File: config.mk
export PLATFORM = sky130hd
export DESIGN_NAME = key_repeat_grid_cursor_core
export DESIGN_NICKNAME = d
export VERILOG_FILES = /design/src/krgc_pkg.sv /design/src/krgc_regs.sv /design/src/krgc_front.sv /design/src/krgc_queue.sv /design/src/krgc_back.sv /design/src/key_repeat_grid_cursor_core.sv
export SDC_FILE = /design/constraint.sdc
export NUM_CORES = 1
export LEC_CHECK = 0
export BUFFER_PORTS_ARGS = -buffer_cell sky130_fd_sc_hd__buf_2
export CAP_MARGIN = 0
export CELL_PAD_IN_SITES_DETAIL_PLACEMENT = 1
export CELL_PAD_IN_SITES_GLOBAL_PLACEMENT = 2
export CORE_MARGIN = 1
export CORE_UTILIZATION = 35
export CTS_BUF_LIST = sky130_fd_sc_hd__clkbuf_8
export CTS_CLUSTER_SIZE = 20
export DETAILED_ROUTE_END_ITERATION = 8
export GPL_ROUTABILITY_DRIVEN = 0
export MAX_ROUTING_LAYER = met4
export PLACE_DENSITY = 0.8
export SLEW_MARGIN = 25
export SYNTH_ARGS = -nofsm -noshare
export SYNTH_HDL_FRONTEND = slang
export SYNTH_SLANG_ARGS = --single-unit
File: constraint.sdc
create_clock -name clk_i -period 3.7 [get_ports clk_i]
set_clock_uncertainty 0.15 [all_clocks]
set_input_delay 0.74 -clock clk_i [delete_from_list [all_inputs] [get_ports clk_i]]
set_output_delay 0.74 -clock clk_i [all_outputs]
set_load 0.02 [all_outputs]
File: src/krgc_pkg.sv
// Shared types and constants for the key repeat grid cursor block.
package krgc_pkg;

  localparam int unsigned BUTTON_COUNT = 8;
  localparam int unsigned BUTTON_W = 8;
  localparam int unsigned DATA_W = 8;
  localparam int unsigned APB_AW = 5;
  localparam int unsigned APB_DW = 32;

  localparam int unsigned BTN_LEFT = 0;
  localparam int unsigned BTN_RIGHT = 1;
  localparam int unsigned BTN_UP = 2;
  localparam int unsigned BTN_DOWN = 3;
  localparam int unsigned BTN_ENTER = 4;

  localparam logic [2:0] REG_MAX_COLUMN = 3'd0;
  localparam logic [2:0] REG_MAX_ROW = 3'd1;
  localparam logic [2:0] REG_LAST_ROW_MAX_COLUMN = 3'd2;
  localparam logic [2:0] REG_VISIBLE_ROWS = 3'd3;
  localparam logic [2:0] REG_REPEAT_START = 3'd4;
  localparam logic [2:0] REG_REPEAT_GAP = 3'd5;

  localparam logic [DATA_W-1:0] VISIBLE_ROWS_RST = 8'd1;
  localparam logic [DATA_W-1:0] REPEAT_START_RST = 8'd10;
  localparam logic [DATA_W-1:0] REPEAT_GAP_RST = 8'd1;

  typedef enum logic [2:0] {
    CMD_NONE,
    CMD_LEFT,
    CMD_RIGHT,
    CMD_UP,
    CMD_DOWN,
    CMD_ENTER
  } krgc_cmd_e;

  typedef struct packed {
    logic [DATA_W-1:0] max_column;
    logic [DATA_W-1:0] max_row;
    logic [DATA_W-1:0] last_row_max_column;
    logic [DATA_W-1:0] visible_rows;
    logic [DATA_W-1:0] repeat_start;
    logic [DATA_W-1:0] repeat_gap;
  } krgc_cfg_t;

endpackage

File: src/krgc_regs.sv
// APB configuration register file.
module krgc_regs import krgc_pkg::*; (
  input  logic              clk_i,
  input  logic              rst_ni,
  input  logic              psel,
  input  logic              penable,
  input  logic              pwrite,
  input  logic [APB_AW-1:0] paddr,
  input  logic [APB_DW-1:0] pwdata,
  output logic [APB_DW-1:0] prdata,
  output logic              pready,
  output krgc_cfg_t         cfg_o
);

  krgc_cfg_t cfg_q;
  logic [2:0] idx;
  logic wr_en;
  logic [DATA_W-1:0] wdata;
  logic [DATA_W-1:0] rdata;

  assign pready = 1'b1;
  assign idx = paddr[APB_AW-1:2];
  assign wr_en = psel & penable & pwrite & pready;
  assign wdata = pwdata[DATA_W-1:0];

  always_ff @(posedge clk_i or negedge rst_ni) begin
    if (!rst_ni) begin
      cfg_q.max_column <= '0;
      cfg_q.max_row <= '0;
      cfg_q.last_row_max_column <= '0;
      cfg_q.visible_rows <= VISIBLE_ROWS_RST;
      cfg_q.repeat_start <= REPEAT_START_RST;
      cfg_q.repeat_gap <= REPEAT_GAP_RST;
    end else if (wr_en) begin
      unique case (idx)
        REG_MAX_COLUMN:          cfg_q.max_column <= wdata;
        REG_MAX_ROW:             cfg_q.max_row <= wdata;
        REG_LAST_ROW_MAX_COLUMN: cfg_q.last_row_max_column <= wdata;
        REG_VISIBLE_ROWS:        cfg_q.visible_rows <= wdata;
        REG_REPEAT_START:        cfg_q.repeat_start <= wdata;
        REG_REPEAT_GAP:          cfg_q.repeat_gap <= wdata;
        default: ;
      endcase
    end
  end

  always_comb begin
    unique case (idx)
      REG_MAX_COLUMN:          rdata = cfg_q.max_column;
      REG_MAX_ROW:             rdata = cfg_q.max_row;
      REG_LAST_ROW_MAX_COLUMN: rdata = cfg_q.last_row_max_column;
      REG_VISIBLE_ROWS:        rdata = cfg_q.visible_rows;
      REG_REPEAT_START:        rdata = cfg_q.repeat_start;
      REG_REPEAT_GAP:          rdata = cfg_q.repeat_gap;
      default:                 rdata = '0;
    endcase
  end

  assign prdata = APB_DW'(rdata);
  assign cfg_o = cfg_q;

endmodule

File: src/krgc_front.sv
// Front end: hold counters, auto repeat and click priority decode.
module krgc_front import krgc_pkg::*; (
  input  logic                clk_i,
  input  logic                rst_ni,
  input  krgc_cfg_t           cfg_i,
  input  logic                in_valid_i,
  output logic                in_ready_o,
  input  logic [BUTTON_W-1:0] held_buttons_i,
  input  logic [BUTTON_W-1:0] new_clicks_i,
  input  logic                full_i,
  output logic                push_o,
  output krgc_cmd_e           push_cmd_o
);

  logic [DATA_W-1:0] hold_q [BUTTON_COUNT];
  logic [DATA_W-1:0] hold_d [BUTTON_COUNT];
  logic [DATA_W-1:0] gap_q, gap_d;
  logic [BUTTON_COUNT-1:0] elig, lowest, rep;
  logic [BUTTON_W-1:0] clicks;
  logic accept;

  assign in_ready_o = ~full_i;
  assign accept = in_valid_i & ~full_i;

  always_comb begin
    for (int i = 0; i < BUTTON_COUNT; i++) begin
      if (held_buttons_i[i]) begin
        hold_d[i] = (hold_q[i] == '1) ? hold_q[i] : hold_q[i] + 1'b1;
      end else begin
        hold_d[i] = '0;
      end
      elig[i] = held_buttons_i[i] && (hold_d[i] >= cfg_i.repeat_start);
    end
  end

  // a nonzero reload blocks repeats of higher buttons in the same tick
  assign lowest = elig & (~elig + 1'b1);

  always_comb begin
    if (gap_q != '0) begin
      rep = '0;
      gap_d = gap_q - 1'b1;
    end else if (cfg_i.repeat_gap == '0) begin
      rep = elig;
      gap_d = '0;
    end else begin
      rep = lowest;
      gap_d = (|elig) ? cfg_i.repeat_gap - 1'b1 : '0;
    end
  end

  assign clicks = new_clicks_i | BUTTON_W'(rep);

  always_comb begin
    priority if (clicks[BTN_LEFT])  push_cmd_o = CMD_LEFT;
    else if (clicks[BTN_RIGHT])     push_cmd_o = CMD_RIGHT;
    else if (clicks[BTN_UP])        push_cmd_o = CMD_UP;
    else if (clicks[BTN_DOWN])      push_cmd_o = CMD_DOWN;
    else if (clicks[BTN_ENTER])     push_cmd_o = CMD_ENTER;
    else                            push_cmd_o = CMD_NONE;
  end

  assign push_o = accept;

  always_ff @(posedge clk_i or negedge rst_ni) begin
    if (!rst_ni) begin
      for (int i = 0; i < BUTTON_COUNT; i++) begin
        hold_q[i] <= '0;
      end
      gap_q <= '0;
    end else if (accept) begin
      for (int i = 0; i < BUTTON_COUNT; i++) begin
        hold_q[i] <= hold_d[i];
      end
      gap_q <= gap_d;
    end
  end

endmodule

File: src/krgc_queue.sv
// Two-entry command queue between front and back end.
module krgc_queue import krgc_pkg::*; (
  input  logic      clk_i,
  input  logic      rst_ni,
  input  logic      push_i,
  input  krgc_cmd_e push_cmd_i,
  input  logic      pop_i,
  output krgc_cmd_e pop_cmd_o,
  output logic      empty_o,
  output logic      full_o
);

  localparam int unsigned Depth = 2;
  localparam int unsigned PtrW = $clog2(Depth);

  krgc_cmd_e mem_q [Depth];
  logic [PtrW-1:0] wr_ptr_q, rd_ptr_q;
  logic [PtrW:0] count_q;

  assign empty_o = (count_q == '0);
  assign full_o = (count_q == (PtrW+1)'(Depth));
  assign pop_cmd_o = mem_q[rd_ptr_q];

  always_ff @(posedge clk_i) begin
    if (push_i) begin
      mem_q[wr_ptr_q] <= push_cmd_i;
    end
  end

  always_ff @(posedge clk_i or negedge rst_ni) begin
    if (!rst_ni) begin
      wr_ptr_q <= '0;
      rd_ptr_q <= '0;
      count_q <= '0;
    end else begin
      if (push_i) begin
        wr_ptr_q <= wr_ptr_q + 1'b1;
      end
      if (pop_i) begin
        rd_ptr_q <= rd_ptr_q + 1'b1;
      end
      if (push_i && !pop_i) begin
        count_q <= count_q + 1'b1;
      end else if (pop_i && !push_i) begin
        count_q <= count_q - 1'b1;
      end
    end
  end

endmodule

File: src/krgc_back.sv
// Back end: cursor, wrap, clamp and scroll update with output register.
module krgc_back import krgc_pkg::*; (
  input  logic              clk_i,
  input  logic              rst_ni,
  input  krgc_cfg_t         cfg_i,
  input  logic              empty_i,
  input  krgc_cmd_e         cmd_i,
  output logic              pop_o,
  output logic              out_valid_o,
  input  logic              out_ready_i,
  output logic [DATA_W-1:0] cursor_column_o,
  output logic [DATA_W-1:0] cursor_row_o,
  output logic [DATA_W-1:0] window_top_row_o,
  output logic              enter_selected_o
);

  logic [DATA_W-1:0] col_q, row_q, top_q;
  logic [DATA_W-1:0] col_d, row_d, top_d;
  logic [DATA_W-1:0] up_row, down_row, down_dist;
  logic valid_q, enter_q, enter_d;

  assign pop_o = ~empty_i & (~valid_q | out_ready_i);

  assign up_row = row_q - 1'b1;
  assign down_row = row_q + 1'b1;
  assign down_dist = down_row - top_q;

  always_comb begin
    col_d = col_q;
    row_d = row_q;
    top_d = top_q;
    enter_d = 1'b0;
    unique case (cmd_i)
      CMD_LEFT: begin
        if (col_q != '0) begin
          col_d = col_q - 1'b1;
        end else if (row_q != '0) begin
          col_d = cfg_i.max_column;
          row_d = up_row;
          if (top_q > up_row) top_d = top_q - 1'b1;
        end
      end
      CMD_RIGHT: begin
        if (col_q < cfg_i.max_column) begin
          col_d = col_q + 1'b1;
          if (row_q == cfg_i.max_row && col_d > cfg_i.last_row_max_column) begin
            col_d = cfg_i.last_row_max_column;
          end
        end else if (row_q < cfg_i.max_row) begin
          col_d = '0;
          row_d = down_row;
          if (down_dist >= cfg_i.visible_rows) top_d = top_q + 1'b1;
        end
      end
      CMD_UP: begin
        if (row_q != '0) begin
          row_d = up_row;
          if (top_q > up_row) top_d = top_q - 1'b1;
        end
      end
      CMD_DOWN: begin
        if (row_q < cfg_i.max_row) begin
          row_d = down_row;
          if (down_dist >= cfg_i.visible_rows) top_d = top_q + 1'b1;
          if (down_row == cfg_i.max_row && col_q > cfg_i.last_row_max_column) begin
            col_d = cfg_i.last_row_max_column;
          end
        end
      end
      CMD_ENTER: enter_d = 1'b1;
      default: ;
    endcase
  end

  always_ff @(posedge clk_i or negedge rst_ni) begin
    if (!rst_ni) begin
      col_q <= '0;
      row_q <= '0;
      top_q <= '0;
      enter_q <= 1'b0;
      valid_q <= 1'b0;
    end else begin
      if (pop_o) begin
        col_q <= col_d;
        row_q <= row_d;
        top_q <= top_d;
        enter_q <= enter_d;
        valid_q <= 1'b1;
      end else if (out_ready_i) begin
        valid_q <= 1'b0;
      end
    end
  end

  assign out_valid_o = valid_q;
  assign cursor_column_o = col_q;
  assign cursor_row_o = row_q;
  assign window_top_row_o = top_q;
  assign enter_selected_o = enter_q;

endmodule

File: src/key_repeat_grid_cursor_core.sv
// Top level of the key repeat grid cursor block.
// Usage:
//   Input channel (in_valid_i/in_ready_o) takes one word per tick: the held
//   button vector and the newly clicked vector. Output channel
//   (out_valid_o/out_ready_i) returns one word per input word: cursor column,
//   row, window top row and the enter flag.
//   The front end updates the hold counters and repeat gap and reduces the
//   merged clicks to one cursor command; a two-entry queue feeds the back end,
//   which updates the cursor and holds the result in the output register.
//   An accepted word passes through the queue and then the output register.
//   Throughput: one word per cycle while the receiver takes every word.
//   A stalled receiver holds the output word; the queue behind it then fills
//   and in_ready_o drops once it holds two words.
//   Reset clears counters, cursor and window, and sets the registers to
//   their defaults. Registers sit on the APB port at byte address 4*index;
//   it is up to the user to write them only while no word is in flight.
module key_repeat_grid_cursor_core import krgc_pkg::*; (
  input  logic                clk_i,
  input  logic                rst_ni,
  input  logic                psel,
  input  logic                penable,
  input  logic                pwrite,
  input  logic [APB_AW-1:0]   paddr,
  input  logic [APB_DW-1:0]   pwdata,
  output logic [APB_DW-1:0]   prdata,
  output logic                pready,
  input  logic                in_valid_i,
  output logic                in_ready_o,
  input  logic [BUTTON_W-1:0] held_buttons_i,
  input  logic [BUTTON_W-1:0] new_clicks_i,
  output logic                out_valid_o,
  input  logic                out_ready_i,
  output logic [DATA_W-1:0]   cursor_column_o,
  output logic [DATA_W-1:0]   cursor_row_o,
  output logic [DATA_W-1:0]   window_top_row_o,
  output logic                enter_selected_o
);

  krgc_cfg_t cfg;
  krgc_cmd_e push_cmd, pop_cmd;
  logic push, pop, empty, full;

  krgc_regs u_regs (
    .clk_i   (clk_i),
    .rst_ni  (rst_ni),
    .psel    (psel),
    .penable (penable),
    .pwrite  (pwrite),
    .paddr   (paddr),
    .pwdata  (pwdata),
    .prdata  (prdata),
    .pready  (pready),
    .cfg_o   (cfg)
  );

  krgc_front u_front (
    .clk_i          (clk_i),
    .rst_ni         (rst_ni),
    .cfg_i          (cfg),
    .in_valid_i     (in_valid_i),
    .in_ready_o     (in_ready_o),
    .held_buttons_i (held_buttons_i),
    .new_clicks_i   (new_clicks_i),
    .full_i         (full),
    .push_o         (push),
    .push_cmd_o     (push_cmd)
  );

  krgc_queue u_queue (
    .clk_i      (clk_i),
    .rst_ni     (rst_ni),
    .push_i     (push),
    .push_cmd_i (push_cmd),
    .pop_i      (pop),
    .pop_cmd_o  (pop_cmd),
    .empty_o    (empty),
    .full_o     (full)
  );

  krgc_back u_back (
    .clk_i            (clk_i),
    .rst_ni           (rst_ni),
    .cfg_i            (cfg),
    .empty_i          (empty),
    .cmd_i            (pop_cmd),
    .pop_o            (pop),
    .out_valid_o      (out_valid_o),
    .out_ready_i      (out_ready_i),
    .cursor_column_o  (cursor_column_o),
    .cursor_row_o     (cursor_row_o),
    .window_top_row_o (window_top_row_o),
    .enter_selected_o (enter_selected_o)
  );

endmodule
==> results of run 1 <==
## metrics by stage
stage	area, sq um	TNS, ns
CTS	14450	0
global route	14980	-1.953
floorplan	12520	0
global placement	13920	-0.9621
finish	14990	-0.09417
detailed placement	13920	-1.868
## layout make-up
type / instances / share of cell area
multi-input cells: 1114 / 0.5609
flip-flops and latches: 156 / 0.2631
repair buffers: 199 / 0.09133
well taps: 455 / 0.03799
inverters: 75 / 0.01878
clock buffers: 17 / 0.01561
clock inverters: 15 / 0.01186
diodes: 3 / 0.0005009
## synth_stat cells, types with 4 or more instances
library cell / n / area, sq um
nand2_1: 160 / 600.6
dfrtp_1: 146 / 3654
ha_1: 141 / 1764
nor2_1: 92 / 345.3
o21ai_0: 88 / 440.4
inv_1: 74 / 277.8
mux2_2: 62 / 698.2
a21oi_1: 59 / 295.3
nand3_1: 46 / 230.2
xor2_1: 44 / 385.4
xnor2_1: 42 / 367.9
clkbuf_1: 31 / 116.4
nor3_1: 27 / 135.1
buf_4: 26 / 195.2
mux2i_1: 26 / 260.3
nand4_1: 26 / 162.7
a31oi_1: 25 / 156.4
a21o_1: 23 / 172.7
and3_1: 22 / 137.6
nand2b_1: 20 / 125.1
nor2b_1: 18 / 112.6
o31ai_1: 14 / 105.1
a211oi_1: 12 / 90.09
a221oi_1: 9 / 78.83
or3_1: 9 / 56.30
and2_1: 8 / 50.05
o22ai_1: 8 / 50.05
a22oi_1: 7 / 52.55
nand3b_1: 7 / 52.55
nor3b_1: 7 / 52.55
a211o_1: 6 / 52.55
buf_2: 6 / 30.03
edfxtp_1: 6 / 180.2
a2111oi_0: 5 / 43.79
buf_1: 5 / 18.77
o211ai_1: 5 / 37.54
a311oi_1: 4 / 35.03
dfstp_2: 4 / 105.1
o21bai_1: 4 / 30.03
or2_2: 4 / 25.02
or4_1: 4 / 30.03
## power breakdown
part           leakage [nW]  internal (mW)  switching [mW]
registers              1.95           2.16           0.555
logic                  4.94           2.85            3.54
clock network         0.207          0.626           0.828
total                  7.10           5.64            4.93
## flip-flops by register name (all words and copies together) (netlist names), 2 cells and up
name,cells
u_front.hold_q,64
u_back.cursor_column_o,8
u_front.gap_q,8
u_regs.cfg_o,48
u_back.cursor_row_o,8
u_queue.count_q,2
u_back.window_top_row_o,8
u_queue.mem_q,6
## per-layer routing
metal | vias up | wire, um | share of wire
met5 | - | 0 | 0
met4 | 0 | 576 | 0.015
met3 | 35 | 1033 | 0.026
met2 | 157 | 19820 | 0.50
met1 | 5539 | 17970 | 0.46
li1 | 5333 | - | -
## placed cells by master, fill, tap and decap left out, types with 19 or more instances in the layout
cell	n
xnor2_1	38
mux2_2	62
nor3_1	25
nand2b_1	20
ha_1	133
o21ai_0	81
mux2i_1	23
a31oi_1	20
and3_1	19
nand4_1	26
a21o_1	23
inv_1	70
dfrtp_1	143
nand3_1	38
conb_1	25
nor2_1	91
nand2_1	158
buf_2	64
a21oi_1	53
xor2_1	42
buf_4	128
## cell families (layout without fill, tap and decap cells)
group | count (synthesis) | count (layout)
flip-flops | 156 | 156
adder cells (fa/ha/maj) | 143 | 143
multiplexers | 91 | 91
AND/OR/NAND/NOR | 463 | 463
buffers and inverters | 146 | 306
AO/OA/AOI/OAI | 305 | 305
XOR/XNOR | 87 | 87
other | 2 | 28
## how the worst max path moves through the flow
stage                                               start                                     end  cells past startpoint
floorplan              u_back.cursor_row_o[0]$_DFFE_PN0P_  u_back.window_top_row_o[1]$_DFFE_PN0P_                     16
global placement           u_front.hold_q[56]$_DFFE_PN0P_           u_queue.mem_q[1][2]$_DFFE_PP_                     16
detailed placement         u_front.hold_q[57]$_DFFE_PN0P_           u_queue.mem_q[0][2]$_DFFE_PP_                     16
CTS                 u_back.cursor_column_o[0]$_DFFE_PN0P_   u_back.cursor_column_o[3]$_DFFE_PN0P_                     12
global route               u_front.hold_q[57]$_DFFE_PN0P_           u_queue.mem_q[0][2]$_DFFE_PP_                     17
finish                     u_front.hold_q[57]$_DFFE_PN0P_           u_queue.mem_q[0][2]$_DFFE_PP_                     17
## what timing repair did
action,in CTS,in global routing
resized for setup,19,86
setup buffers,4,17
endpoints found under the setup margin,15,28
pin swaps,7,49
==> summary.txt, run 1 <==
Worst setup path
  – CP top delay family: compound AO/OA/AOI/OAI gates
  – CP Class: reg -> reg
  – CP peak stage delay: 0.37 ns
  – Setup crit start kind: register
  – Worst path arrival time: between 3 and 4 ns
  – Bufs and invs on worst path: 3
  – Crit-path cells: ha_2 -> nand2_2 -> nor2b_4 -> nand3_4 -> buf_6 -> mux2i_4 -> nor2_2 -> ha_2 -> a211o_1 -> a31oi_4 -> o221ai_4 -> a22o_4 -> buf_6 -> o211ai_1 -> nand2_1 -> a2111oi_2 -> buf_4
  – CP required: between 3 and 4 ns
  – Reg2reg setup slack: -0.03 ns
  – CP Capture Type: register
  – Worst-path maximum fanout: 6
  – Reg2Reg Depth: 17
  – R2r endpoint: u_queue.mem_q[0][2]$_DFFE_PP_
  – Worst r2r src: u_front.hold_q[57]$_DFFE_PN0P_
  – Slowest cell on the critical path: dfrtp_1

Floorplanning
  – Full die area: 36,270 sq um
  – Die height: 190.5 um
  – Num ports: 120
  – Num rows: between 60 and 70
  – Core Box Area: 34,710 sq um
  – Starting Density: 0.3581
  – Die width: 190.5 um

Logic synthesis
  – Prevailing post-synth register cell: dfrtp_1
  – Post-synthesis sequential area ratio: 0.3169
  – Mapped Area: 12,430 sq um
  – Post-Synth Simple-Gate Area: 0.1792
  – Post-Synth XOR/XNOR Area: 0.06190
  – Multiplexer area fraction after synthesis: 0.08254
  – Synth Area in Compound Gates: 0.1594
  – Number of synthesized flops with an enable pin: 6
  – Largest family of logic cells by synthesized area: simple AND/OR/NAND/NOR gates
  – Synth Instances: 1,393
  – Distinct cell type count after synthesis: 79
  – Async SR Flop Fraction: 0.9615
  – Syn_area_per_cell: 8.924 sq um
  – YS warnings: 0
  – Synth Area in Adders: 0.1451
  – #FFs+latches synth: between 150 and 200

Timing
  – Worst Tran Pin Value: 0.7800 ns
  – Final period utilization: 1.008
  – Max Fclk: 0.2681 GHz
  – Endpoints failing setup: 4
  – Final number of hold-violating endpoints: 0
  – Slew HR: 0.4760
  – RSZ-0062 raised after global routing: true
  – Max-slew violations: 0
  – Final WS setup: -0.02979 ns
  – Minimum clock period: approximately 3.7 ns
  – Worst hold slack: around 0.084 ns

Global route
  – Grt ovf: 0
  – M3 GR Usage: 0.02834
  – Antenna violations before repair: 1
  – Most Crowded Layer GR: met2
  – Largest net degree at the start of global routing: 63
  – Met1 GRT Util: 0.2848
  – GR Util met2: 0.3917
  – Number of global-route vias before repair: 11,506
  – First-pass GRT wire length: 62,760 um
  – GRT Util Overall: 0.2294

Route
  – Residual DRC: 0
  – Initial DRC count: 411
  – First-pass DRT Iterations: 5
  – WL final: between 30,000 and 40,000 um
  – WL/cell: ~19 um
  – Final ANT Viol Nets: 0
  – Vias/cell: approximately 5.4
  – Via count: ~11,000

CTS
  – Quantity of hold-fixing buffers added after cts: 0
  – Root buf cell: clkbuf_8
  – Skew-Pair Late Insertion Delay: 0.51 ns
  – Worst-path clk slew: 0.10 ns
  – H-tree Lvls: 4
  – Inserted Clock Buffers: 17
  – TritonCTS clock tree: yes
  – CTS sink count: ~160
  – CTS Buffer Depth: 2

Power and ir drop
  – Leakage: about 7.1 nW
  – Power after layout: 10.56 mW
  – Pwr dens: 704.8 nW/um^2
  – Worst vdd ir: ~0.00037 V

Placed design
  – I/O Buffers: 65
  – Half-perimeter wire length after detailed placement: 29,660 um
  – Setup WS pre-CTS: -0.3079 ns
  – Cells after DPL: 1,982

Cells and area
  – Multi-input gate area: 8406 sq um
  – Share of layout cells above drive strength 1: 0.2475
  – Reg area: 3943 sq um
  – Syn-to-layout area delta: 20.56%
  – Fillers: 4,094
  – Non-Filler Instances: 2,034
  – Fin nets: 1,766
  – Finished Core Util: 0.4317

Outcome
  – Run status: finished, violations left
  – Failing checks: negative setup slack

Flow run
  – Number of max-cap violations: 0

Worst hold path
  – Worst Hold Class: in -> async
No activity file was read; power rests on OpenSTA's default activity.
==> run 2: changes to the inputs <==
Settings changed: SKIP_LAST_GASP set to 1.
==> run 2 against run 1 <==
  * The run still ends with negative setup slack left
  * Sequential cell count unchanged
  * Wire length decreased by 0.50%
  * Sequential power about the same
  * Total power decreased by 0.51%
  * Core utilization decreased by 0.33 points
  * Non-clock buffer count decreased by 2
  * Critical endpoint unchanged
==> summary.txt, run 2 (same netlist as run 1, synthesis figures left out) <==
Cells and area
  – Commonest non-fill, non-tap cell in the layout: nand2_1 (unchanged)
  – Fillers: 4,107 (was 4,094)
  – Share of layout cells above drive strength 1: 0.2402 (was 0.2475)
  – Fin nets: 1,764 (was 1,766)
  – Max reg flops: 64 (unchanged)
  – Most frequent cells in the layout: nand2_1 (158), dfrtp_1 (143), ha_1 (133) (unchanged)
  – Syn-to-layout area delta: 19.65% (was 20.56%)
  – Non-Filler Instances: 2,031 (was 2,034)
  – Most flop-heavy register: u_front.hold_q (unchanged)

Global route
  – Largest net degree at the start of global routing: 63 (unchanged)
  – First-pass GRT wire length: 62,760 um (unchanged)
  – Antenna violations before repair: 1 (unchanged)
  – Number of global-route vias before repair: 11,506 (unchanged)
  – GRT Util Overall: 0.2294 (unchanged)
  – Grt ovf: 0 (unchanged)

Worst setup path
  – CP Capture Type: register (unchanged)
  – Setup crit start kind: register (unchanged)
  – Crit-path cells: ha_2 -> nand2_2 -> nor2b_4 -> nand3_4 -> buf_6 -> mux2i_4 -> nor2_2 -> ha_2 -> a211o_1 -> a31oi_4 -> o221ai_4 -> a22o_4 -> o41a_1 -> buf_4 -> a2111oi_2 -> buf_4 (was ha_2 -> nand2_2 -> nor2b_4 -> nand3_4 -> buf_6 -> mux2i_4 -> nor2_2 -> ha_2 -> a211o_1 -> a31oi_4 -> o221ai_4 -> a22o_4 -> buf_6 -> o211ai_1 -> nand2_1 -> a2111oi_2 -> buf_4)
  – Worst path arrival time: 4.02 ns (was 3.95 ns)
  – Bufs and invs on worst path: 3 (unchanged)
  – Slowest cell on the critical path: o41a_1 (was dfrtp_1)
  – CP required: 3.93 ns (was 3.92 ns)
  – CP peak stage delay: 0.45 ns (was 0.37 ns)
  – CP top delay family: compound AO/OA/AOI/OAI gates (unchanged)
  – Worst-path maximum fanout: 6 (unchanged)
  – CP Class: reg -> reg (unchanged)

Route
  – Final ANT Viol Nets: 0 (unchanged)
  – Vias/cell: 5.457 (was 5.440)
  – WL/cell: 19.30 um (was 19.37 um)
  – Residual DRC: 0 (unchanged)
  – Initial DRC count: 433 (was 411)
  – WL final: 39,200 um (was 39,400 um)
  – First-pass DRT Iterations: 5 (unchanged)
  – Via count: 11,083 (was 11,064)

Placed design
  – Cells after DPL: 1,982 (unchanged)
  – Half-perimeter wire length after detailed placement: 29,660 um (unchanged)
  – I/O Buffers: 65 (unchanged)

Timing
  – Final WS setup: -0.09836 ns (was -0.02979 ns)
  – Max Fclk: 0.2633 GHz (was 0.2681 GHz)
  – Slew HR: 0.4944 (was 0.4760)
  – RSZ-0062 raised after global routing: true (unchanged)
  – Setup TNS: -0.2128 ns (was -0.09417 ns)
  – Max-slew violations: 0 (unchanged)
  – Worst hold slack: 0.07864 ns (was 0.08395 ns)
  – Minimum clock period: 3.798 ns (was 3.730 ns)
  – Final number of hold-violating endpoints: 0 (unchanged)
  – Endpoints failing setup: 4 (unchanged)
  – Worst Tran Pin Value: 0.7527 ns (was 0.7800 ns)
  – Final period utilization: 1.027 (was 1.008)

CTS
  – Skew-Pair Late Insertion Delay: 0.51 ns (about the same)
  – Root buf cell: clkbuf_8 (unchanged)
  – Worst-path clk slew: 0.10 ns (about the same)
  – CTS sink count: 156 (unchanged)
  – Inserted Clock Buffers: 17 (unchanged)
  – H-tree Lvls: 4 (unchanged)
  – TritonCTS clock tree: yes (unchanged)
  – CTS Buffer Depth: 2 (unchanged)

Power and ir drop
  – Power after layout: 10.51 mW (was 10.56 mW)
  – Pwr dens: 706.6 nW/um^2 (was 704.8 nW/um^2)
  – Leakage: 7.074 nW (was 7.099 nW)
  – Worst vdd ir: 0.0003697 V (was 0.0003707 V)

Worst hold path
  – Worst Hold Class: in -> async (unchanged)

Floorplanning
  – Die width: 190.5 um (unchanged)
  – Starting Density: 0.3581 (unchanged)
  – Full die area: 36,270 sq um (unchanged)
  – Core Box Area: 34,710 sq um (unchanged)
  – Num rows: 68 (unchanged)
  – Num ports: 120 (unchanged)
  – Die height: 190.5 um (unchanged)

Outcome
  – Run status: finished, violations left (unchanged)
  – Failing checks: negative setup slack (unchanged)

Flow run
  – Number of max-cap violations: 0 (unchanged)
## run 2: cell type report
class | instances | area [sq um] | area share
multi-input combinational | 1114 | 8317 | 0.5592
clock inverter | 15 | 177.7 | 0.01195
timing repair buffer | 197 | 1346 | 0.09052
tap | 455 | 569.3 | 0.03828
inverter | 75 | 281.5 | 0.01893
sequential | 156 | 3943 | 0.2651
antenna | 2 | 5.005 | 0.0003365
clock buffer | 17 | 234.0 | 0.01573
## run 2: path summary, 6_finish.rpt
kind,start,to,slack [ns],depth (start not counted)
max,u_front.hold_q[57]$_DFFE_PN0P_,u_queue.mem_q[0][2]$_DFFE_PP_,-0.1,16
min,rst_ni,u_front.hold_q[53]$_DFFE_PN0P_,0.08,1
max reg2reg,u_front.hold_q[57]$_DFFE_PN0P_,u_queue.mem_q[0][2]$_DFFE_PP_,-0.1,16
min reg2reg,u_back.enter_selected_o$_DFFE_PN0P_,u_back.enter_selected_o$_DFFE_PN0P_,0.33,2
max in group asynchronous,rst_ni,u_regs.cfg_o[0]$_DFFE_PN1P_,2.47,2
min in group clk_i,u_back.enter_selected_o$_DFFE_PN0P_,u_back.enter_selected_o$_DFFE_PN0P_,0.33,2
## run 2: per-stage QoR
step	utilization	setup slack, ns	instance area, sq um
final	0.4285	-0.09836	14870
after global routing	0.4284	-0.2282	14870
after CTS	0.4162	-0.002567	14450
after detailed placement	0.4011	-0.3079	13920
after global placement	0.4011	-0.1780	13920
after floorplan	-	0.05390	12520
## run 2: per-layer routing
metal | share of wire | track usage | up-vias
li1 | - | - | 5332
met1 | 0.45 | 0.2848 | 5541
met2 | 0.50 | 0.3917 | 169
met3 | 0.029 | 0.02834 | 41
met4 | 0.017 | 0.06031 | 0
met5 | 0 | - | -
## run 2: timing repair
item	CTS	global route
gates cloned	0	0
resized for setup	19	67
endpoints found under the setup margin	15	28
buffers inserted	4	15
pin swaps	6	35
hold buffers	0	0
## run 2: where the power goes
part / internal [mW] / total, mW / switching, mW
combinational: 2.82 / 6.33 / 3.51
sequential: 2.16 / 2.72 / 0.558
clock: 0.626 / 1.46 / 0.829
total: 5.61 / 10.5 / 4.90
==> run 3: changes to the inputs <==
Settings changed: ABC_AREA set to 1, CAP_MARGIN 0 to 20, CORE_UTILIZATION 35 to 32.
==> run 3 against run 2 <==
  * The run now ends clean
  * Core utilization down 5.8 points
  * Critical endpoint is now u_back.window_top_row_o[4]$_DFFE_PN0P_
  * Sequential cell count unchanged
  * Synthesized cell count up 23%
  * Design area down 5.4%
  * Non-clock buffer count down 90
  * Fmax up 10%
  * Largest cell class unchanged
  * Clock power down 5%
  * Total power down 0.17%
  * Final cell count up 15%
  * Via count up 5.3%
  * Register-to-register slack better by 0.35 ns
  * Combinational power up 1%
==> summary.txt, run 3 <==
Worst setup path
  – CP Capture Type: register (unchanged)
  – CP peak stage delay: 0.38 ns (was 0.45 ns)
  – R2r endpoint: u_back.window_top_row_o[4]$_DFFE_PN0P_ (was u_queue.mem_q[0][2]$_DFFE_PP_)
  – Worst path arrival time: 3.70 ns (was 4.02 ns)
  – Setup crit start kind: register (unchanged)
  – Worst r2r src: u_back.cursor_row_o[0]$_DFFE_PN0P_ (was u_front.hold_q[57]$_DFFE_PN0P_)
  – Bufs and invs on worst path: 2 (was 3)
  – CP Class: reg -> reg (unchanged)
  – CP top delay family: adder cells (was compound AO/OA/AOI/OAI gates)
  – Reg2Reg Depth: 21 (was 16)
  – Worst-path maximum fanout: 7 (was 6)
  – CP required: 3.95 ns (was 3.93 ns)
  – Crit-path cells: buf_6 -> inv_1 -> ha_1 -> ha_1 -> nand3_1 -> nand2_2 -> a21oi_2 -> o21ai_2 -> a21o_1 -> a21oi_2 -> xor2_1 -> ha_1 -> nand2_2 -> nor2_2 -> nand4_1 -> o2111ai_2 -> nand2_2 -> o21ai_4 -> nand2_4 -> nand2_1 -> o21ai_2 (was ha_2 -> nand2_2 -> nor2b_4 -> nand3_4 -> buf_6 -> mux2i_4 -> nor2_2 -> ha_2 -> a211o_1 -> a31oi_4 -> o221ai_4 -> a22o_4 -> o41a_1 -> buf_4 -> a2111oi_2 -> buf_4)
  – Reg2reg setup slack: 0.25 ns (was -0.1 ns)
  – Slowest cell on the critical path: dfrtp_1 (was o41a_1)

CTS
  – Skew-Pair Late Insertion Delay: 0.51 ns (about the same)
  – Inserted Clock Buffers: 17 (unchanged)
  – TritonCTS clock tree: yes (unchanged)
  – CTS sink count: 156 (unchanged)
  – CTS Buffer Depth: 2 (unchanged)
  – Root buf cell: clkbuf_8 (unchanged)
  – Worst-path clk slew: 0.10 ns (about the same)
  – H-tree Lvls: 4 (unchanged)

Logic synthesis
  – Share of the synthesized area in the top cell type: 0.2945 (was 0.2939)
  – Syn_area_per_cell: 7.247 sq um (was 8.924 sq um)
  – Mapped Area: 12,410 sq um (was 12,430 sq um)
  – Synth Instances: 1,712 (was 1,393)
  – #FFs+latches synth: 156 (unchanged)
  – Top cells by area, synth: dfrtp_1 (29%), ha_1 (14%), nand2_1 (12%), o21ai_0 (7.5%), inv_1 (7.4%) (was dfrtp_1 (29%), ha_1 (14%), mux2_2 (5.6%), nand2_1 (4.8%), o21ai_0 (3.5%))
  – Prevailing post-synth register cell: dfrtp_1 (unchanged)
  – Distinct cell type count after synthesis: 51 (was 79)
  – Most frequent cell after synthesis: nand2_1 (unchanged)
  – Top cells by count, synth: nand2_1 (388), inv_1 (243), o21ai_0 (187) (was nand2_1 (160), dfrtp_1 (146), ha_1 (141))
  – Async SR Flop Fraction: 0.9615 (unchanged)
  – YS warnings: 0 (unchanged)
  – Post-synthesis sequential area ratio: 0.3175 (was 0.3169)
  – Number of synthesized flops with an enable pin: 6 (unchanged)
  – Leading area contributor after synthesis: dfrtp_1 (unchanged)

Cells and area
  – Most flop-heavy register: u_front.hold_q (unchanged)
  – Fillers: 4,803 (was 4,107)
  – Max reg flops: 64 (unchanged)
  – Share of layout cells above drive strength 1: 0.1172 (was 0.2402)
  – Finished Core Util: 0.3708 (was 0.4285)
  – Syn-to-layout area delta: 13.38% (was 19.65%)
  – Most frequent cells in the layout: nand2_1 (377), inv_1 (241), o21ai_0 (186) (was nand2_1 (158), dfrtp_1 (143), ha_1 (133))
  – Non-Filler Instances: 2,335 (was 2,031)
  – Commonest non-fill, non-tap cell in the layout: nand2_1 (unchanged)
  – Fin nets: 2,008 (was 1,764)

Placed design
  – I/O Buffers: 65 (unchanged)
  – Half-perimeter wire length after detailed placement: 30,400 um (was 29,660 um)
  – Cells after DPL: 2,290 (was 1,982)

Route
  – Vias/cell: 5.000 (was 5.457)
  – WL final: 40,010 um (was 39,200 um)
  – Initial DRC count: 511 (was 433)
  – WL/cell: 17.14 um (was 19.30 um)
  – First-pass DRT Iterations: 5 (unchanged)
  – Via count: 11,675 (was 11,083)
  – Final ANT Viol Nets: 0 (unchanged)
  – Residual DRC: 0 (unchanged)

Power and ir drop
  – Leakage: 6.801 nW (was 7.074 nW)
  – Pwr dens: 745.8 nW/um^2 (was 706.6 nW/um^2)
  – Worst vdd ir: 0.0002954 V (was 0.0003697 V)

Timing
  – Final number of hold-violating endpoints: 0 (unchanged)
  – Slew HR: 0.3818 (was 0.4944)
  – Minimum clock period: 3.451 ns (was 3.798 ns)
  – Worst hold slack: 0.06306 ns (was 0.07864 ns)
  – Max-slew violations: 0 (unchanged)
  – Final period utilization: 0.9327 (was 1.027)
  – Worst Tran Pin Value: 0.9239 ns (was 0.7527 ns)
  – Endpoints failing setup: 0 (was 4)
  – Max Fclk: 0.2898 GHz (was 0.2633 GHz)

Floorplanning
  – Num rows: 71 (was 68)
  – Num ports: 120 (unchanged)
  – Die height: 198.9 um (was 190.5 um)
  – Starting Density: 0.3271 (was 0.3581)
  – Core Box Area: 37,930 sq um (was 34,710 sq um)
  – Die width: 198.9 um (was 190.5 um)
  – Full die area: 39,560 sq um (was 36,270 sq um)

Global route
  – Met1 GRT Util: 0.2664 (was 0.2848)
  – Most Crowded Layer GR: met2 (unchanged)
  – Number of global-route vias before repair: 12,168 (was 11,506)
  – GR Util met2: 0.3719 (was 0.3917)
  – GRT Util Overall: 0.2177 (was 0.2294)
  – First-pass GRT wire length: 64,610 um (was 62,760 um)
  – Grt ovf: 0 (unchanged)
  – M3 GR Usage: 0.03917 (was 0.02834)
  – Largest net degree at the start of global routing: 63 (unchanged)
  – Antenna violations before repair: 6 (was 1)

Worst hold path
  – Worst Hold Class: in -> async (unchanged)

Flow run
  – Number of max-cap violations: 0 (unchanged)

Outcome
  – Run status: complete, no violations (was finished, violations left)
==> run 3: cell count changes after synthesis, sizes merged, moves of 26 or more <==
cell   delta
nand2   +233
inv     +171
mux2i    -26
a21oi    +58
xnor2    -34
nand3    +38
nor2     +27
o21ai   +108
mux2     -62
==> run 3: layout make-up <==
type / instances / area, sq um / share of cell area
Antenna cell: 6 / 15.01 / 0.001067
Clock buffer: 17 / 234.0 / 0.01663
Clock inverter: 15 / 163.9 / 0.01165
Inverter: 247 / 929.6 / 0.06609
Multi-Input combinational cell: 1276 / 7471 / 0.5311
Sequential cell: 156 / 3939 / 0.2800
Tap cell: 511 / 639.4 / 0.04545
Timing Repair Buffer: 107 / 675.6 / 0.04803
==> run 3: layer usage <==
metal,part of all wire,vias up
li1,-,5832
met1,0.46,5670
met2,0.49,138
met3,0.035,35
met4,0.013,0
met5,0,-
==> run 3: stage by stage <==
step	worst slack [ns]	power, mW	setup TNS [ns]	area (sq um)
5_1_grt	-0.01221	11.53	-0.03451	14070
2_1_floorplan	0.06536	6.817	0	12490
3_5_place_dp	-0.03517	8.775	-0.1255	13430
4_1_cts	0.02855	10.28	0	13840
3_3_place_gp	0.1114	8.488	0	13430
6_report	0.2489	10.49	0	14070
==> run 3: logic make-up (layout without fill, tap and decap cells) <==
group / after synthesis / after routing / synth area share
AND/OR/NAND/NOR: 672 / 673 / 0.2287
AO/OA/AOI/OAI: 386 / 386 / 0.1714
XOR/XNOR: 49 / 49 / 0.03459
other: 2 / 31 / 0.0006053
adder cells (fa/ha/maj): 143 / 143 / 0.1454
buffers and inverters: 304 / 386 / 0.1018
flip-flops: 156 / 156 / 0.3175
==> run 3: how the worst max path moves through the flow <==
| stage | start | to | slack (ns) | depth (start not counted) |
|---|---|---|---|---|
| 6_report | u_back.cursor_row_o[0]$_DFFE_PN0P_ | u_back.window_top_row_o[4]$_DFFE_PN0P_ | 0.25 | 21 |
| 3_3_place_gp | u_back.cursor_row_o[0]$_DFFE_PN0P_ | u_back.window_top_row_o[4]$_DFFE_PN0P_ | 0.11 | 22 |
| 3_5_place_dp | u_back.cursor_row_o[0]$_DFFE_PN0P_ | u_back.window_top_row_o[1]$_DFFE_PN0P_ | -0.04 | 22 |
| 2_1_floorplan | u_back.cursor_row_o[0]$_DFFE_PN0P_ | u_back.window_top_row_o[6]$_DFFE_PN0P_ | 0.07 | 21 |
| 5_1_grt | u_front.hold_q[40]$_DFFE_PN0P_ | u_queue.mem_q[1][0]$_DFFE_PP_ | -0.01 | 26 |
| 4_1_cts | u_back.cursor_row_o[0]$_DFFE_PN0P_ | u_back.window_top_row_o[1]$_DFFE_PN0P_ | 0.03 | 22 |
==> run 3: worst reg2reg max path, cell delays in order, from the launching register on <==
cell and delay, ns:
dfrtp_1 0.38, buf_6 0.13, inv_1 0.06, ha_1 0.31, ha_1 0.28, nand3_1 0.10, nand2_2 0.07, a21oi_2 0.15
o21ai_2 0.07, a21o_1 0.17, a21oi_2 0.15, xor2_1 0.08, ha_1 0.31, nand2_2 0.08, nor2_2 0.10, nand4_1 0.12
o2111ai_2 0.09, nand2_2 0.09, o21ai_4 0.12, nand2_4 0.14, nand2_1 0.13, o21ai_2 0.06
==> run 3: timing repair <==
| action | in CTS | in global routing |
|---|---|---|
| setup buffers | 0 | 6 |
| resized for setup | 3 | 39 |
| endpoints found under the setup margin | 8 | 22 |
| hold buffers | 0 | 0 |
| cloned | 1 | 0 |
| endpoints found under the hold margin | 0 | 0 |
| pin swaps | 0 | 9 |
==> run 3: power by group <==
group | switching [mW] | internal [mW]
Combinational | 4.00 | 2.42
Sequential | 0.541 | 2.14
Clock | 0.784 | 0.610
Total | 5.32 | 5.17
